File: src/hw/rtl/ahsh_pkg.sv
`timescale 1ns / 1ps
// Shared types, register indexes and constants of the altitude/heading/speed hold unit.
package ahsh_pkg;

  localparam int SETPOINT_FRAC_BITS_DEF = 16;

  localparam int CFG_IDX_W  = 3;
  localparam int CFG_DATA_W = 25;

  localparam logic [CFG_IDX_W-1:0] REG_ALT_START  = 3'd0;
  localparam logic [CFG_IDX_W-1:0] REG_HDG_START  = 3'd1;
  localparam logic [CFG_IDX_W-1:0] REG_SPD_START  = 3'd2;
  localparam logic [CFG_IDX_W-1:0] REG_CLIMB_RATE = 3'd3;
  localparam logic [CFG_IDX_W-1:0] REG_TURN_RATE  = 3'd4;
  localparam logic [CFG_IDX_W-1:0] REG_ACCEL_RATE = 3'd5;
  localparam logic [CFG_IDX_W-1:0] REG_MODE_BITS  = 3'd6;

  localparam int MODE_DAMPING  = 0;
  localparam int MODE_AUTO_THR = 2;

  typedef struct packed {
    logic [23:0] altitude_start;
    logic [15:0] heading_start;
    logic [23:0] speed_start;
    logic [24:0] climb_rate;
    logic [17:0] turn_rate;
    logic [24:0] accel_rate;
    logic [2:0]  mode_bits;
  } cfg_t;

  localparam cfg_t CFG_RESET = '{
    altitude_start: 24'd16000,
    heading_start:  16'd16384,
    speed_start:    24'd3200,
    climb_rate:     25'd0,
    turn_rate:      18'd0,
    accel_rate:     25'd0,
    mode_bits:      3'd7
  };

  // altitude and speed range, 1/16 units
  localparam logic [23:0] SP_RANGE_MAX = 24'd16000000;

  // throttle: full at no overspeed, zero at 80/16 m/s (5 m/s) overspeed
  localparam logic [15:0] THR_FULL     = 16'hFFFF;
  localparam int          THR_SPAN     = 80;
  localparam logic [19:0] THR_RECIP    = 20'd838861;   // ceil(2^22 / 5)
  localparam int          THR_RECIP_SH = 22;

  // pitch: altitude error clamped to 500 m, full scale 10 degrees
  localparam int          PITCH_CLAMP    = 8000;
  localparam int          PITCH_HALF_DEN = 1125;
  localparam logic [20:0] PITCH_RECIP    = 21'd1908875; // ceil(2^31 / 1125)
  localparam int          PITCH_RECIP_SH = 31;

  // bank: +-45 degrees
  localparam int BANK_LIMIT = 8192;

endpackage

File: src/hw/rtl/ahsh_target.sv
`timescale 1ns / 1ps
// Error forming, clamping and constant scaling into throttle, pitch and bank targets.
module ahsh_target #(
  parameter int FRAC_BITS = ahsh_pkg::SETPOINT_FRAC_BITS_DEF
) (
  input  logic                    clk,
  input  logic                    rst_n,
  input  logic [2:0]              mode_bits,
  input  logic                    sp_valid,
  output logic                    sp_ready,
  input  logic [23:0]             sp_airspeed,
  input  logic [23:0]             sp_altitude_now,
  input  logic [15:0]             sp_heading_now,
  input  logic [24+FRAC_BITS-1:0] sp_alt,
  input  logic [24+FRAC_BITS-1:0] sp_spd,
  input  logic [16+FRAC_BITS-1:0] sp_hdg,
  output logic                    out_valid,
  input  logic                    out_stall,
  output logic [15:0]             out_throttle,
  output logic signed [11:0]      out_pitch_target,
  output logic signed [14:0]      out_bank_target,
  output logic                    out_damping_on
);
  import ahsh_pkg::*;

  localparam int SPW = 24 + FRAC_BITS;
  localparam int HW  = 16 + FRAC_BITS;
  localparam int EW  = FRAC_BITS + 7;   // overspeed below 80 << F
  localparam int TNW = FRAC_BITS + 24;
  localparam int DW  = FRAC_BITS + 13;  // altitude error below 8000 << F
  localparam int PNW = FRAC_BITS + 22;
  localparam int BNW = FRAC_BITS + 20;
  localparam logic [SPW-1:0] E_LIM = SPW'(THR_SPAN) << FRAC_BITS;
  localparam logic [SPW-1:0] D_LIM = SPW'(PITCH_CLAMP) << FRAC_BITS;

  // pipeline control
  logic v4_r, v5_r, vo_r;
  logic ready4, ready5, ready_o;
  logic ld4, ld5, ldo;

  assign ready_o  = !vo_r || !out_stall;
  assign ready5   = !v5_r || ready_o;
  assign ready4   = !v4_r || ready5;
  assign sp_ready = ready4;
  assign ld4      = sp_valid && ready4;
  assign ld5      = v4_r && ready5;
  assign ldo      = v5_r && ready_o;

  // stage 4: error magnitudes and signs
  logic [SPW-1:0] air_f, alt_f;
  logic [SPW:0]   e_diff, d_pos, d_neg;
  logic [HW-1:0]  hdg_f, h_pos, h_neg;
  logic           thr_full_nxt;
  logic [SPW-1:0] d_mag_nxt;
  logic [HW-1:0]  h_mag_nxt;

  assign air_f  = SPW'(sp_airspeed) << FRAC_BITS;
  assign alt_f  = SPW'(sp_altitude_now) << FRAC_BITS;
  assign hdg_f  = HW'(sp_heading_now) << FRAC_BITS;
  assign e_diff = {1'b0, air_f} - {1'b0, sp_spd};
  assign d_pos  = {1'b0, sp_alt} - {1'b0, alt_f};
  assign d_neg  = {1'b0, alt_f} - {1'b0, sp_alt};
  assign h_pos  = hdg_f - sp_hdg;
  assign h_neg  = sp_hdg - hdg_f;

  // no overspeed or manual throttle gives full thrust
  assign thr_full_nxt = !mode_bits[MODE_AUTO_THR] || e_diff[SPW] || (e_diff == '0);
  assign d_mag_nxt    = d_pos[SPW] ? d_neg[SPW-1:0] : d_pos[SPW-1:0];
  // half-turn error counts as negative; its magnitude still fits HW bits
  assign h_mag_nxt    = h_pos[HW-1] ? h_neg : h_pos;

  logic           thr_full4_r;
  logic [SPW-1:0] e4_r;
  logic           dneg4_r;
  logic [SPW-1:0] d4_r;
  logic           hneg4_r;
  logic [HW-1:0]  h4_r;

  // stage 5: clamps and rounding numerators
  logic           thr_zero_nxt;
  logic [TNW-1:0] te, tn;
  logic [DW-1:0]  dc;
  logic [PNW-1:0] pn;
  logic [BNW-1:0] bw, bn;

  assign thr_zero_nxt = e4_r >= E_LIM;
  assign te = TNW'(e4_r[EW-1:0]);
  // e * 131070 + 80 << F, then drop F+5 bits; the rest of /160 is /5
  assign tn = (te << 17) - (te << 1) + (TNW'(THR_SPAN) << FRAC_BITS);
  assign dc = (d4_r > D_LIM) ? D_LIM[DW-1:0] : d4_r[DW-1:0];
  // d * 512 + 1125 << F, then drop F+1 bits; the rest is /1125
  assign pn = (PNW'(dc) << 9) + (PNW'(PITCH_HALF_DEN) << FRAC_BITS);
  // (9h + 2^F) >> (F+1) rounds 9h / 2^(F+1)
  assign bw = BNW'(h4_r);
  assign bn = (bw << 3) + bw + (BNW'(1) << FRAC_BITS);

  logic        thr_full5_r, thr_zero5_r;
  logic [18:0] thr_m5_r;
  logic        pneg5_r;
  logic [20:0] pm5_r;
  logic        bneg5_r;
  logic [18:0] bm5_r;

  // output stage: reciprocal multiplies, clamp, sign
  logic [38:0] thr_prod;
  logic [16:0] thr_q;
  logic [15:0] thr_nxt;
  logic [41:0] p_prod;
  logic [11:0] p_mag, pitch_nxt;
  logic [13:0] b_clamp;
  logic [14:0] b_mag, bank_nxt;

  assign thr_prod = 39'(thr_m5_r) * 39'(THR_RECIP);
  assign thr_q    = thr_prod[38:THR_RECIP_SH];
  assign thr_nxt  = thr_full5_r ? THR_FULL :
                    thr_zero5_r ? 16'd0 : (THR_FULL - thr_q[15:0]);

  assign p_prod    = 42'(pm5_r) * 42'(PITCH_RECIP);
  assign p_mag     = {1'b0, p_prod[41:PITCH_RECIP_SH]};
  assign pitch_nxt = pneg5_r ? (12'd0 - p_mag) : p_mag;

  assign b_clamp  = (bm5_r > 19'(BANK_LIMIT)) ? 14'(BANK_LIMIT) : bm5_r[13:0];
  assign b_mag    = {1'b0, b_clamp};
  assign bank_nxt = bneg5_r ? (15'd0 - b_mag) : b_mag;

  logic [15:0] thr_r;
  logic [11:0] pitch_r;
  logic [14:0] bank_r;
  logic        damp_r;

  always_ff @(posedge clk) begin
    if (!rst_n) begin
      v4_r <= 1'b0;
      v5_r <= 1'b0;
      vo_r <= 1'b0;
    end else begin
      if (ready4) begin
        v4_r <= sp_valid;
      end
      if (ready5) begin
        v5_r <= v4_r;
      end
      if (ready_o) begin
        vo_r <= v5_r;
      end
    end
  end

  always_ff @(posedge clk) begin
    if (ld4) begin
      thr_full4_r <= thr_full_nxt;
      e4_r        <= e_diff[SPW-1:0];
      dneg4_r     <= d_pos[SPW];
      d4_r        <= d_mag_nxt;
      hneg4_r     <= h_pos[HW-1];
      h4_r        <= h_mag_nxt;
    end
    if (ld5) begin
      thr_full5_r <= thr_full4_r;
      thr_zero5_r <= thr_zero_nxt;
      thr_m5_r    <= tn[TNW-1:FRAC_BITS+5];
      pneg5_r     <= dneg4_r;
      pm5_r       <= pn[PNW-1:FRAC_BITS+1];
      bneg5_r     <= hneg4_r;
      bm5_r       <= bn[BNW-1:FRAC_BITS+1];
    end
    if (ldo) begin
      thr_r   <= thr_nxt;
      pitch_r <= pitch_nxt;
      bank_r  <= bank_nxt;
      damp_r  <= mode_bits[MODE_DAMPING];
    end
  end

  assign out_valid        = vo_r;
  assign out_throttle     = thr_r;
  assign out_pitch_target = $signed(pitch_r);
  assign out_bank_target  = $signed(bank_r);
  assign out_damping_on   = damp_r;

endmodule

File: config.mk
export PLATFORM = sky130hd
export DESIGN_NAME = ahsh_target
export DESIGN_NICKNAME = d
export VERILOG_FILES = /design/src/hw/rtl/ahsh_pkg.sv /design/src/hw/rtl/ahsh_target.sv
export SDC_FILE = /design/constraint.sdc
export NUM_CORES = 1
export LEC_CHECK = 0
export BUFFER_PORTS_ARGS = -buffer_cell sky130_fd_sc_hd__clkbuf_2
export CORE_MARGIN = 3
export CORE_UTILIZATION = 36
export DETAILED_ROUTE_END_ITERATION = 6
export PLACE_DENSITY = 0.59
export SETUP_SLACK_MARGIN = 0.02
export SYNTH_ARGS = -nofsm -noshare
export SYNTH_HDL_FRONTEND = slang
export SYNTH_SLANG_ARGS = --single-unit
File: constraint.sdc
create_clock -name clk -period 7.9 [get_ports clk]
set_clock_uncertainty 0.05 [all_clocks]
set_input_delay 0.79 -clock clk [delete_from_list [all_inputs] [get_ports clk]]
set_output_delay 0.79 -clock clk [all_outputs]
set_load 0.01 [all_outputs]
---- Word level (Yosys, flattened, before mapping) ----
Index checks and enable logic that the tools add are counted.
operators by class
  $add $sub $neg .......................... 13
  multipliers ............................. 2
  divide/modulo/power cells ............... 0
  magnitude comparators ................... 3
  eq/ne operators ......................... 0
  shifts and indexed selects .............. 0
  mux-type cells .......................... 7
  bitwise operators ....................... 0
  reductions and logical operators ........ 14
operators by type and width
  cell                                                   number
  subtractor 40 x 40 -> 41 bit                           2
  subtractor 32 bit                                      2
  multiplier 21 x 21 -> 42 bit, second input constant    1
  logical NOT 41 bit                                     1
  adder 40 x 23 -> 40 bit, second input constant         1
  >= comparator 40 x 23 -> 1 bit, second input constant  1
  > comparator 40 x 29 -> 1 bit, second input constant   1
  2-to-1 mux 40 bit                                      1
  subtractor 40 x 24 -> 40 bit                           1
  subtractor 40 bit                                      1
  adder 38 x 27 -> 38 bit, second input constant         1
  multiplier 19 x 20 -> 38 bit, second input constant    1
  adder 35 x 32 -> 36 bit                                1
  adder 36 x 17 -> 36 bit, second input constant         1
  2-to-1 mux 31 bit                                      1
  2-to-1 mux 29 bit                                      1
  2-to-1 mux 14 bit                                      2
  > comparator 19 x 14 -> 1 bit, second input constant   1
  2-to-1 mux 16 bit                                      1
  subtractor 16 bit, first input constant                1
  subtractor 1 x 14 -> 15 bit, first input constant      1
  subtractor 1 x 11 -> 12 bit, first input constant      1
  2-to-1 mux 11 bit                                      1
  logical NOT 1 bit                                      5
  other kinds (2)                                        8
word-level totals
  register bits ........................... 225
  latch bits .............................. 0
  RAM bits ................................ 0
  ROM bits ................................ 0
  input port bits ......................... 183
  output and inout port bits .............. 46
  logic and storage cells ................. 62
  memories kept ........................... 0

---- Longest topological paths before layout ----
Gate-level depths: netlist (run 1).
  word-level depth ........................ 5
  gate-level depth with buffers ........... 27
  depth with buffers taken out ............ 27

---- Worst setup path before layout (run 1) ----
OpenSTA, ideal clock, no wires.
  path type ............................... reg-to-reg
  start point ............................. register pm5_r[2]
  end point ............................... register pitch_r[8], in the netlist out_pitch_target[8] (data pin)
  library setup time ...................... 0.265 ns
  arrival time ............................ 6.659 ns
  required time ........................... 7.585 ns
  slack ................................... 0.925 ns
  cell stages (with the launch flop) ...... 28
  path buffers ............................ 0
  clock period less this slack ............ 6.975 ns
  cells stage by stage .................... edfxtp_1 inv_1 fa_1 inv_1 fa_1 fa_1 fa_1 inv_1 fa_1 inv_1 fa_1 inv_1 fa_1 inv_1 ha_1 nand3_1 nor4_1 nand4_1 a21oi_1 nor2_1 a32oi_1 xnor2_1 ha_1 inv_1 nor2_1 nand2_1 o31ai_1 xor2_1
on the way
  longest elaborated chain between the ends .. 3
ends and longest elaborated chain
  item                            RTL line            RTL
  from (decl)                     ahsh_target.sv:100  logic [20:0] pm5_r;
  from (signal assigned)          ahsh_target.sv:163  pm5_r <= pn[PNW-1:FRAC_BITS+1];
  multiplier 21 x 21 -> 42 bit *  ahsh_target.sv:118  assign p_prod = 42'(pm5_r) * 42'(PITCH_RECIP);
  subtractor 1 x 11 -> 12 bit     ahsh_target.sv:120  assign pitch_nxt = pneg5_r ? (12'd0 - p_mag) : p_mag;
  2-to-1 mux 11 bit *             ahsh_target.sv:120
  named net pitch_nxt[8]          ahsh_target.sv:109  logic [11:0] p_mag, pitch_nxt;
  to (signal assigned)            ahsh_target.sv:169  pitch_r <= pitch_nxt;
  to (decl)                       ahsh_target.sv:127  logic [11:0] pitch_r;
The timed path passes the listed nets; every way through them passes the cells marked *.
A chain may end at the register's enable or synchronous reset.

---- Worst setup path in the final report (run 1) ----
  start point ............................. register pm5_r[1]
  end point ............................... register pitch_r[11], in the netlist out_pitch_target[11] (data pin)
on the way
  longest elaborated chain between the ends .. 2
ends and longest elaborated chain
  item                          RTL line
  multiplier 21 x 21 -> 42 bit  ahsh_target.sv:118
  subtractor 1 x 11 -> 12 bit   ahsh_target.sv:120
Every way passes these cells.

==> results.sh, run 1 <==
export IMPL_synth_async_sr_flop_share_pct=0
export IMPL_syn_inst=2833
export IMPL_r2r_setup_slack_ns=0.66
export IMPL_placed_cell_area_mm2=0.0304
export IMPL_hold_path_class="primary input to flip-flop"
export IMPL_grt_pass1_vias=20400
export IMPL_yosysTopAreaCell="edfxtp_1"
export IMPL_hpwlAfterDp_mm=54.7
export IMPL_critPathLaunchType="flip-flop"
export IMPL_hold_violations=0
export IMPL_fin_hold_ws_ns=0.317
export IMPL_r2r_end="out_pitch_target[11]"
export IMPL_r2r_worst_path_cells=22
export IMPL_vias=20400
export IMPL_worst_path_max_fanout=7
export IMPL_period_share_pct=91.6
export IMPL_n_fill_cell=7543
export IMPL_dieArea_mm2=0.0813
export IMPL_routed_via_density=4.97
export IMPL_synth_seq_cells=225
export IMPL_drive_gt1_share_pct=10.5
export IMPL_setup_tns_ns=0
export IMPL_synth_area_leaders="edfxtp_1 (24%), ha_1 (24%), fa_1 (15%)"
export IMPL_ant_nets=0
export IMPL_vdd_drop_max_v=0.000547
export IMPL_die_width_um=285
export IMPL_place_ws_ns=0.492
export IMPL_grt_pass1_wl_mm=105
export IMPL_grt_use_total_pct=15.7
export IMPL_netlist_area_mm2=0.0280
export IMPL_cp_depth=22
export IMPL_yosys_top_cells_count="ha_1 (528), inv_1 (501), edfxtp_1 (222)"
export IMPL_final_setup_viol_count=0
export IMPL_cts_path_max_buffers=3
export IMPL_clk_latency_ns=0.60
export IMPL_ys_warn_count=0
export IMPL_cap_violations=0
export IMPL_synth_ff_type="edfxtp_1"
export IMPL_clkTransAtPathRegs_ns=0.06
export IMPL_p_leak_nw=14.7
export IMPL_cts_sinks=225
export IMPL_place_congestion=0.872
export IMPL_end_kind="flip-flop"
export IMPL_cp_arrival_ns=7.48
export IMPL_max_stage_delay_ns=0.55
export IMPL_rsz0062_at_grt="false"
export IMPL_worst_ep_required_time_ns=8.14
export IMPL_gr_total_overflow=0
export IMPL_cp_startpoint="pm5_r[1]"
export IMPL_final_nets=3972
export IMPL_netlist_area_leader_share_pct=23.8
export IMPL_synth_seq_area_share_pct=24.0
export IMPL_fin_area_mm2=0.0314
export IMPL_worstMarginPinSlew_ns=1.06
export IMPL_fin_ws_ns=0.661
export IMPL_portBuffers=227
export IMPL_yosysMostFrequentCell="ha_1"
export IMPL_antenna_found_initial=3
export IMPL_cts_root_buf="clkbuf_16"
export IMPL_firstDrtPassIters=5
export IMPL_cts_made_buffers=28
export IMPL_criticalPathCategory="flip-flop to flip-flop"
export IMPL_timing_max_transition_violations_final=0
export IMPL_power_mw=12.7
export IMPL_htree_levels=1
export IMPL_layout_min_cycle_time_ns=7.24
export IMPL_critPathMostFrequentCell="fa_1"
export IMPL_crit_path_top_delay_cell="fa_1"
export IMPL_routedWlPerCell_um=15.7
export IMPL_cp_endpoint="out_pitch_target[11]"
export IMPL_drt_first_iter_violations=938
export IMPL_cts_hold_buf=0
export IMPL_status="completed"
export IMPL_synth_avg_cell_area_um2=9.90
export IMPL_slew_headroom_pct=28.9
export IMPL_syn_to_final_growth_pct=11.8
export IMPL_rows=101
export IMPL_p_per_area_mw_per_mm2=404
export IMPL_cts_setup_buffers=0
export IMPL_reg2reg_from="pm5_r[1]"
export IMPL_totalWireLength_mm=64.5
export IMPL_dieHeight_um=285
export IMPL_core_area_mm2=0.0766
export IMPL_path_cells="buf_4 > fa_1 > fa_1 > fa_1 > fa_1 > inv_1 > fa_1 > inv_1 > fa_1 > inv_1 > fa_1 > inv_1 > ha_1 > o21ai_0 > a21oi_1 > o2111ai_1 > nor3_1 > nor3_1 > o21ai_0 > or3_1 > a21o_1 > o41a_1"
export IMPL_cts_tree="done"
export IMPL_route_detailed_drc=0
export IMPL_fmax_mhz=138
export IMPL_path_delay_family="adder cells"
export IMPL_synth_enable_flop_cells=222
export IMPL_ios=229
export IMPL_initial_utilization_pct=36.6
export IMPL_ctsResizeCount=0
export IMPL_syn_nets=3750
export IMPL_grt_max_degree=83
export IMPL_ys_types=89
export IMPL_crit_buf_inv=5
[cell type report]
class / instances / area (um2) / share of cell area (%)
Tap cell: 1030 / 1290 / 4.11
Multi-Input combinational cell: 2060 / 19300 / 61.5
Clock inverter: 23 / 262 / 0.834
Timing Repair Buffer: 238 / 1220 / 3.89
Antenna cell: 2 / 5.00 / 0.0160
Inverter: 502 / 1880 / 6.01
Clock buffer: 29 / 704 / 2.25
Sequential cell: 225 / 6730 / 21.4
[placed cells by master, fill, tap and decap left out, types with 10 or more instances in the layout]
cell,instances
nand2b_1,16
nor3_1,45
o21a_1,25
o21ai_0,100
nand2_1,118
buf_4,11
o21bai_1,21
a21oi_1,154
o211ai_1,22
clkbuf_2,227
or3_1,17
o31ai_1,24
a31oi_1,21
clkbuf_16,28
fa_1,206
and2_1,15
or2_2,13
a211oi_1,23
nor2b_1,21
xor2_1,69
inv_1,501
a221oi_1,10
nor2_1,127
and3_1,22
mux2i_1,17
ha_1,528
nor4_1,27
nand4_1,32
nand3_1,38
edfxtp_1,222
a21o_1,78
xnor2_1,129
[through the flow]
stage / util (%) / instances
floorplan: - / 2833
global placement: 39.7 / 4055
detailed placement: 39.7 / 4055
CTS: 40.9 / 4107
global route: 41.0 / 4108
finish: 41.0 / 4109
[worst register-to-register path: cells and delay by family (launching register included)]
family,cells,cell delay (ns)
adders and majority gates,8,3.91
buffers and inverters,5,0.39
DFF,1,0.39
and+or+nand+nor,3,0.89
AOI/OAI and AO/OA,6,1.35
[cell families after synthesis]
| family | count (synthesis) | synth area share (%) |
|---|---|---|
| xor+xnor | 199 | 6.28 |
| simple gates | 533 | 9.72 |
| compound gates | 573 | 13.6 |
| fa+ha+maj | 734 | 38.3 |
| flops | 225 | 24.0 |
| mux | 21 | 0.767 |
| buf+inv | 548 | 7.41 |
[registers in the layout, indices dropped and copies added (netlist names)]
signal            count
thr_full4_r           1
pneg5_r               1
d4_r                 40
bm5_r                19
out_throttle         16
out_bank_target      15
bneg5_r               1
v4_r                  1
thr_m5_r             19
out_damping_on        1
e4_r                 40
out_valid             1
out_pitch_target     12
thr_full5_r           1
hneg4_r               1
pm5_r                21
v5_r                  1
thr_zero5_r           1
dneg4_r               1
h4_r                 32
[how the worst min path moves through the flow]
stage / cells past startpoint / endpoint / slack, ns / startpoint
CTS: 1 / out_damping_on / 0.26 / mode_bits[0]
finish: 1 / out_damping_on / 0.32 / mode_bits[0]
detailed placement: 0 / bneg5_r / 0.36 / hneg4_r
global placement: 0 / bneg5_r / 0.35 / hneg4_r
global route: 1 / out_damping_on / 0.28 / mode_bits[0]
floorplan: 0 / bneg5_r / 0.35 / hneg4_r
[power breakdown]
part / internal (mW) / switching, mW / total (mW)
registers: 1.60 / 0.137 / 1.74
clock network: 0.787 / 0.547 / 1.33
logic: 4.21 / 5.38 / 9.59
[layer usage]
metal | vias to the layer above | global-route usage, % | routed length, um
met5 | - | 0 | 13
met4 | 2 | 3.22 | 1170
met3 | 70 | 1.84 | 2480
met2 | 360 | 25.4 | 28800
met1 | 9617 | 22.8 | 32000
li1 | 10400 | - | -
(Power assumes the default switching activity.)
==> inputs of run 2 (changes only) <==
--- a/config.mk
+++ b/config.mk
@@ -6,10 +6,12 @@
 export NUM_CORES = 1
 export LEC_CHECK = 0
 export BUFFER_PORTS_ARGS = -buffer_cell sky130_fd_sc_hd__clkbuf_2
+export CAP_MARGIN = 40
 export CORE_MARGIN = 3
 export CORE_UTILIZATION = 36
 export DETAILED_ROUTE_END_ITERATION = 6
 export PLACE_DENSITY = 0.59
+export REMOVE_ABC_BUFFERS = 1
 export SETUP_SLACK_MARGIN = 0.02
 export SYNTH_ARGS = -nofsm -noshare
 export SYNTH_HDL_FRONTEND = slang
==> results.sh, run 2 (synthesis results as in run 1) <==
export IMPL_min_from="mode_bits[0]"
export IMPL_core_area_mm2=0.0766
export IMPL_routed_via_density=4.97
export IMPL_grt_pass1_wl_mm=104
export IMPL_dieArea_mm2=0.0813
export IMPL_fmax_mhz=137
export IMPL_final_util_pct=41.1
export IMPL_vdd_drop_max_v=0.000634
export IMPL_clk_latency_ns=0.58
export IMPL_power_mw=12.7
export IMPL_rows=101
export IMPL_ant_nets=0
export IMPL_clockPowerShare_pct=11.0
export IMPL_critPathLaunchType="flip-flop"
export IMPL_cts_root_buf="clkbuf_16"
export IMPL_combPwrFrac_pct=75.4
export IMPL_cts_setup_buffers=0
export IMPL_cap_violations=0
export IMPL_criticalPathCategory="flip-flop to flip-flop"
export IMPL_clkTransAtPathRegs_ns=0.06
export IMPL_hold_path_class="primary input to flip-flop"
export IMPL_p_int_mw=6.67
export IMPL_top_usage_layer="met2"
export IMPL_end_kind="flip-flop"
export IMPL_multi_input_area_mm2=0.0193
export IMPL_hold_violations=0
export IMPL_worstMarginPinSlew_ns=0.789
export IMPL_use_met3_pct=1.45
export IMPL_syn_to_final_growth_pct=12.2
export IMPL_final_cell_mix="ha_1 (528), inv_1 (501), clkbuf_2 (227), edfxtp_1 (222), fa_1 (206)"
export IMPL_cts_tree="done"
export IMPL_place_congestion=0.882
export IMPL_cts_made_buffers=29
export IMPL_grt_max_degree=64
export IMPL_reg_top3="d4_r: 40 flops, e4_r: 40 flops, h4_r: 32 flops"
export IMPL_slew_headroom_pct=47.4
export IMPL_dieHeight_um=285
export IMPL_ctsResizeCount=0
export IMPL_grt_use_met2_pct=25.6
export IMPL_n_fill_cell=7608
export IMPL_layout_min_cycle_time_ns=7.28
export IMPL_regArea_mm2=0.00673
export IMPL_ios=229
export IMPL_initial_utilization_pct=36.6
export IMPL_worst_ep_required_time_ns=8.15
export IMPL_cp_arrival_ns=7.53
export IMPL_portBuffers=227
export IMPL_timing_max_transition_violations_final=0
export IMPL_final_nets=3976
export IMPL_p_per_area_mw_per_mm2=405
export IMPL_cts_path_max_buffers=3
export IMPL_htree_levels=1
export IMPL_grt_use_total_pct=15.6
export IMPL_hpwlAfterDp_mm=54.9
export IMPL_setup_tns_ns=0
export IMPL_route_detailed_drc=0
export IMPL_drive_gt1_share_pct=10.6
export IMPL_grt_pass1_vias=20200
export IMPL_switching_power_mw=6.07
export IMPL_use_met1_pct=22.5
export IMPL_cts_sinks=225
export IMPL_drt_first_iter_violations=799
export IMPL_p_sw_share_pct=47.6
export IMPL_antenna_found_initial=5
export IMPL_seq_power_share_pct=13.6
export IMPL_status="completed"
export IMPL_firstDrtPassIters=5
export IMPL_gr_total_overflow=0
export IMPL_routedWlPerCell_um=15.7
export IMPL_vias=20500
export IMPL_final_setup_viol_count=0
export IMPL_die_width_um=285
export IMPL_p_leak_nw=14.8
export IMPL_totalWireLength_mm=64.6
export IMPL_cts_hold_buf=0
export IMPL_rsz0062_at_grt="false"
export IMPL_layout_commonest_cell="ha_1"
export IMPL_worst_path_max_fanout=7
export IMPL_reg2reg_from="pm5_r[1]"
export IMPL_period_share_pct=92.1
export IMPL_cp_startpoint="pm5_r[1]"
## run 2: changes by cell type in the layout (fill, tap and decap cells not counted), moves of 2 or more
cell and delta:
inv_8 -2, inv_6 +2, clkinv_2 -3, buf_16 +2, clkinvlp_4 +3
## run 2: area by class of cell
cell class	count	share of cell area, %
diodes	2	0.0159
clock buffers	31	2.33
clock inverters	23	0.890
inverters	502	5.99
multi-input cells	2060	61.2
flip-flops and latches	225	21.4
well taps	1030	4.09
repair buffers	241	4.11
## run 2: layer usage
metal / part of all wire [%] / vias to the layer above
met4: 1.8 / 4
met1: 50 / 9673
met5: 0.042 / -
li1: - / 10400
met2: 45 / 356
met3: 3.5 / 70
## run 2: through the flow
stage          cell area [um2]  cells  setup slack (ns)  hold WS, ns
2_1_floorplan            27900   2787             0.925        0.350
3_3_place_gp             30400   4055             0.710        0.356
3_5_place_dp             30500   4058             0.676        0.355
4_1_cts                  31500   4112             0.650        0.291
5_1_grt                  31500   4113             0.335        0.310
6_report                 31500   4114             0.623        0.334
## run 2: power by group through the flow
stage | Sequential, mW | Clock (mW) | Combinational (mW)
after floorplan | 1.73 | 0 | 7.58
after global placement | 1.76 | 0 | 9.53
after detailed placement | 1.76 | 0 | 9.61
after CTS | 1.74 | 1.46 | 9.71
after global routing | 1.76 | 1.51 | 11.1
final | 1.73 | 1.40 | 9.60
## run 2: worst max-delay path, stage by stage (launching register included)
cell and delay, ns:
edfxtp_1 0.39, buf_4 0.19, fa_1 0.55, fa_1 0.43, fa_1 0.49, fa_1 0.51
inv_1 0.05, fa_1 0.52, inv_1 0.05, fa_1 0.53, inv_1 0.05, fa_1 0.52
inv_1 0.05, ha_1 0.34, o21ai_0 0.17, a21oi_1 0.10, o2111ai_1 0.27, nor3_1 0.12
nor3_1 0.40, o21ai_0 0.24, or3_1 0.39, a21o_1 0.19, o41a_1 0.40
## run 2: path summary, 6_finish.rpt
check / cells after the start / slack, ns / to
setup / recovery: 22 / 0.62 / out_pitch_target[11]
hold / removal: 1 / 0.33 / out_damping_on
setup reg to reg: 22 / 0.62 / out_pitch_target[11]
hold reg to reg: 0 / 0.37 / bneg5_r
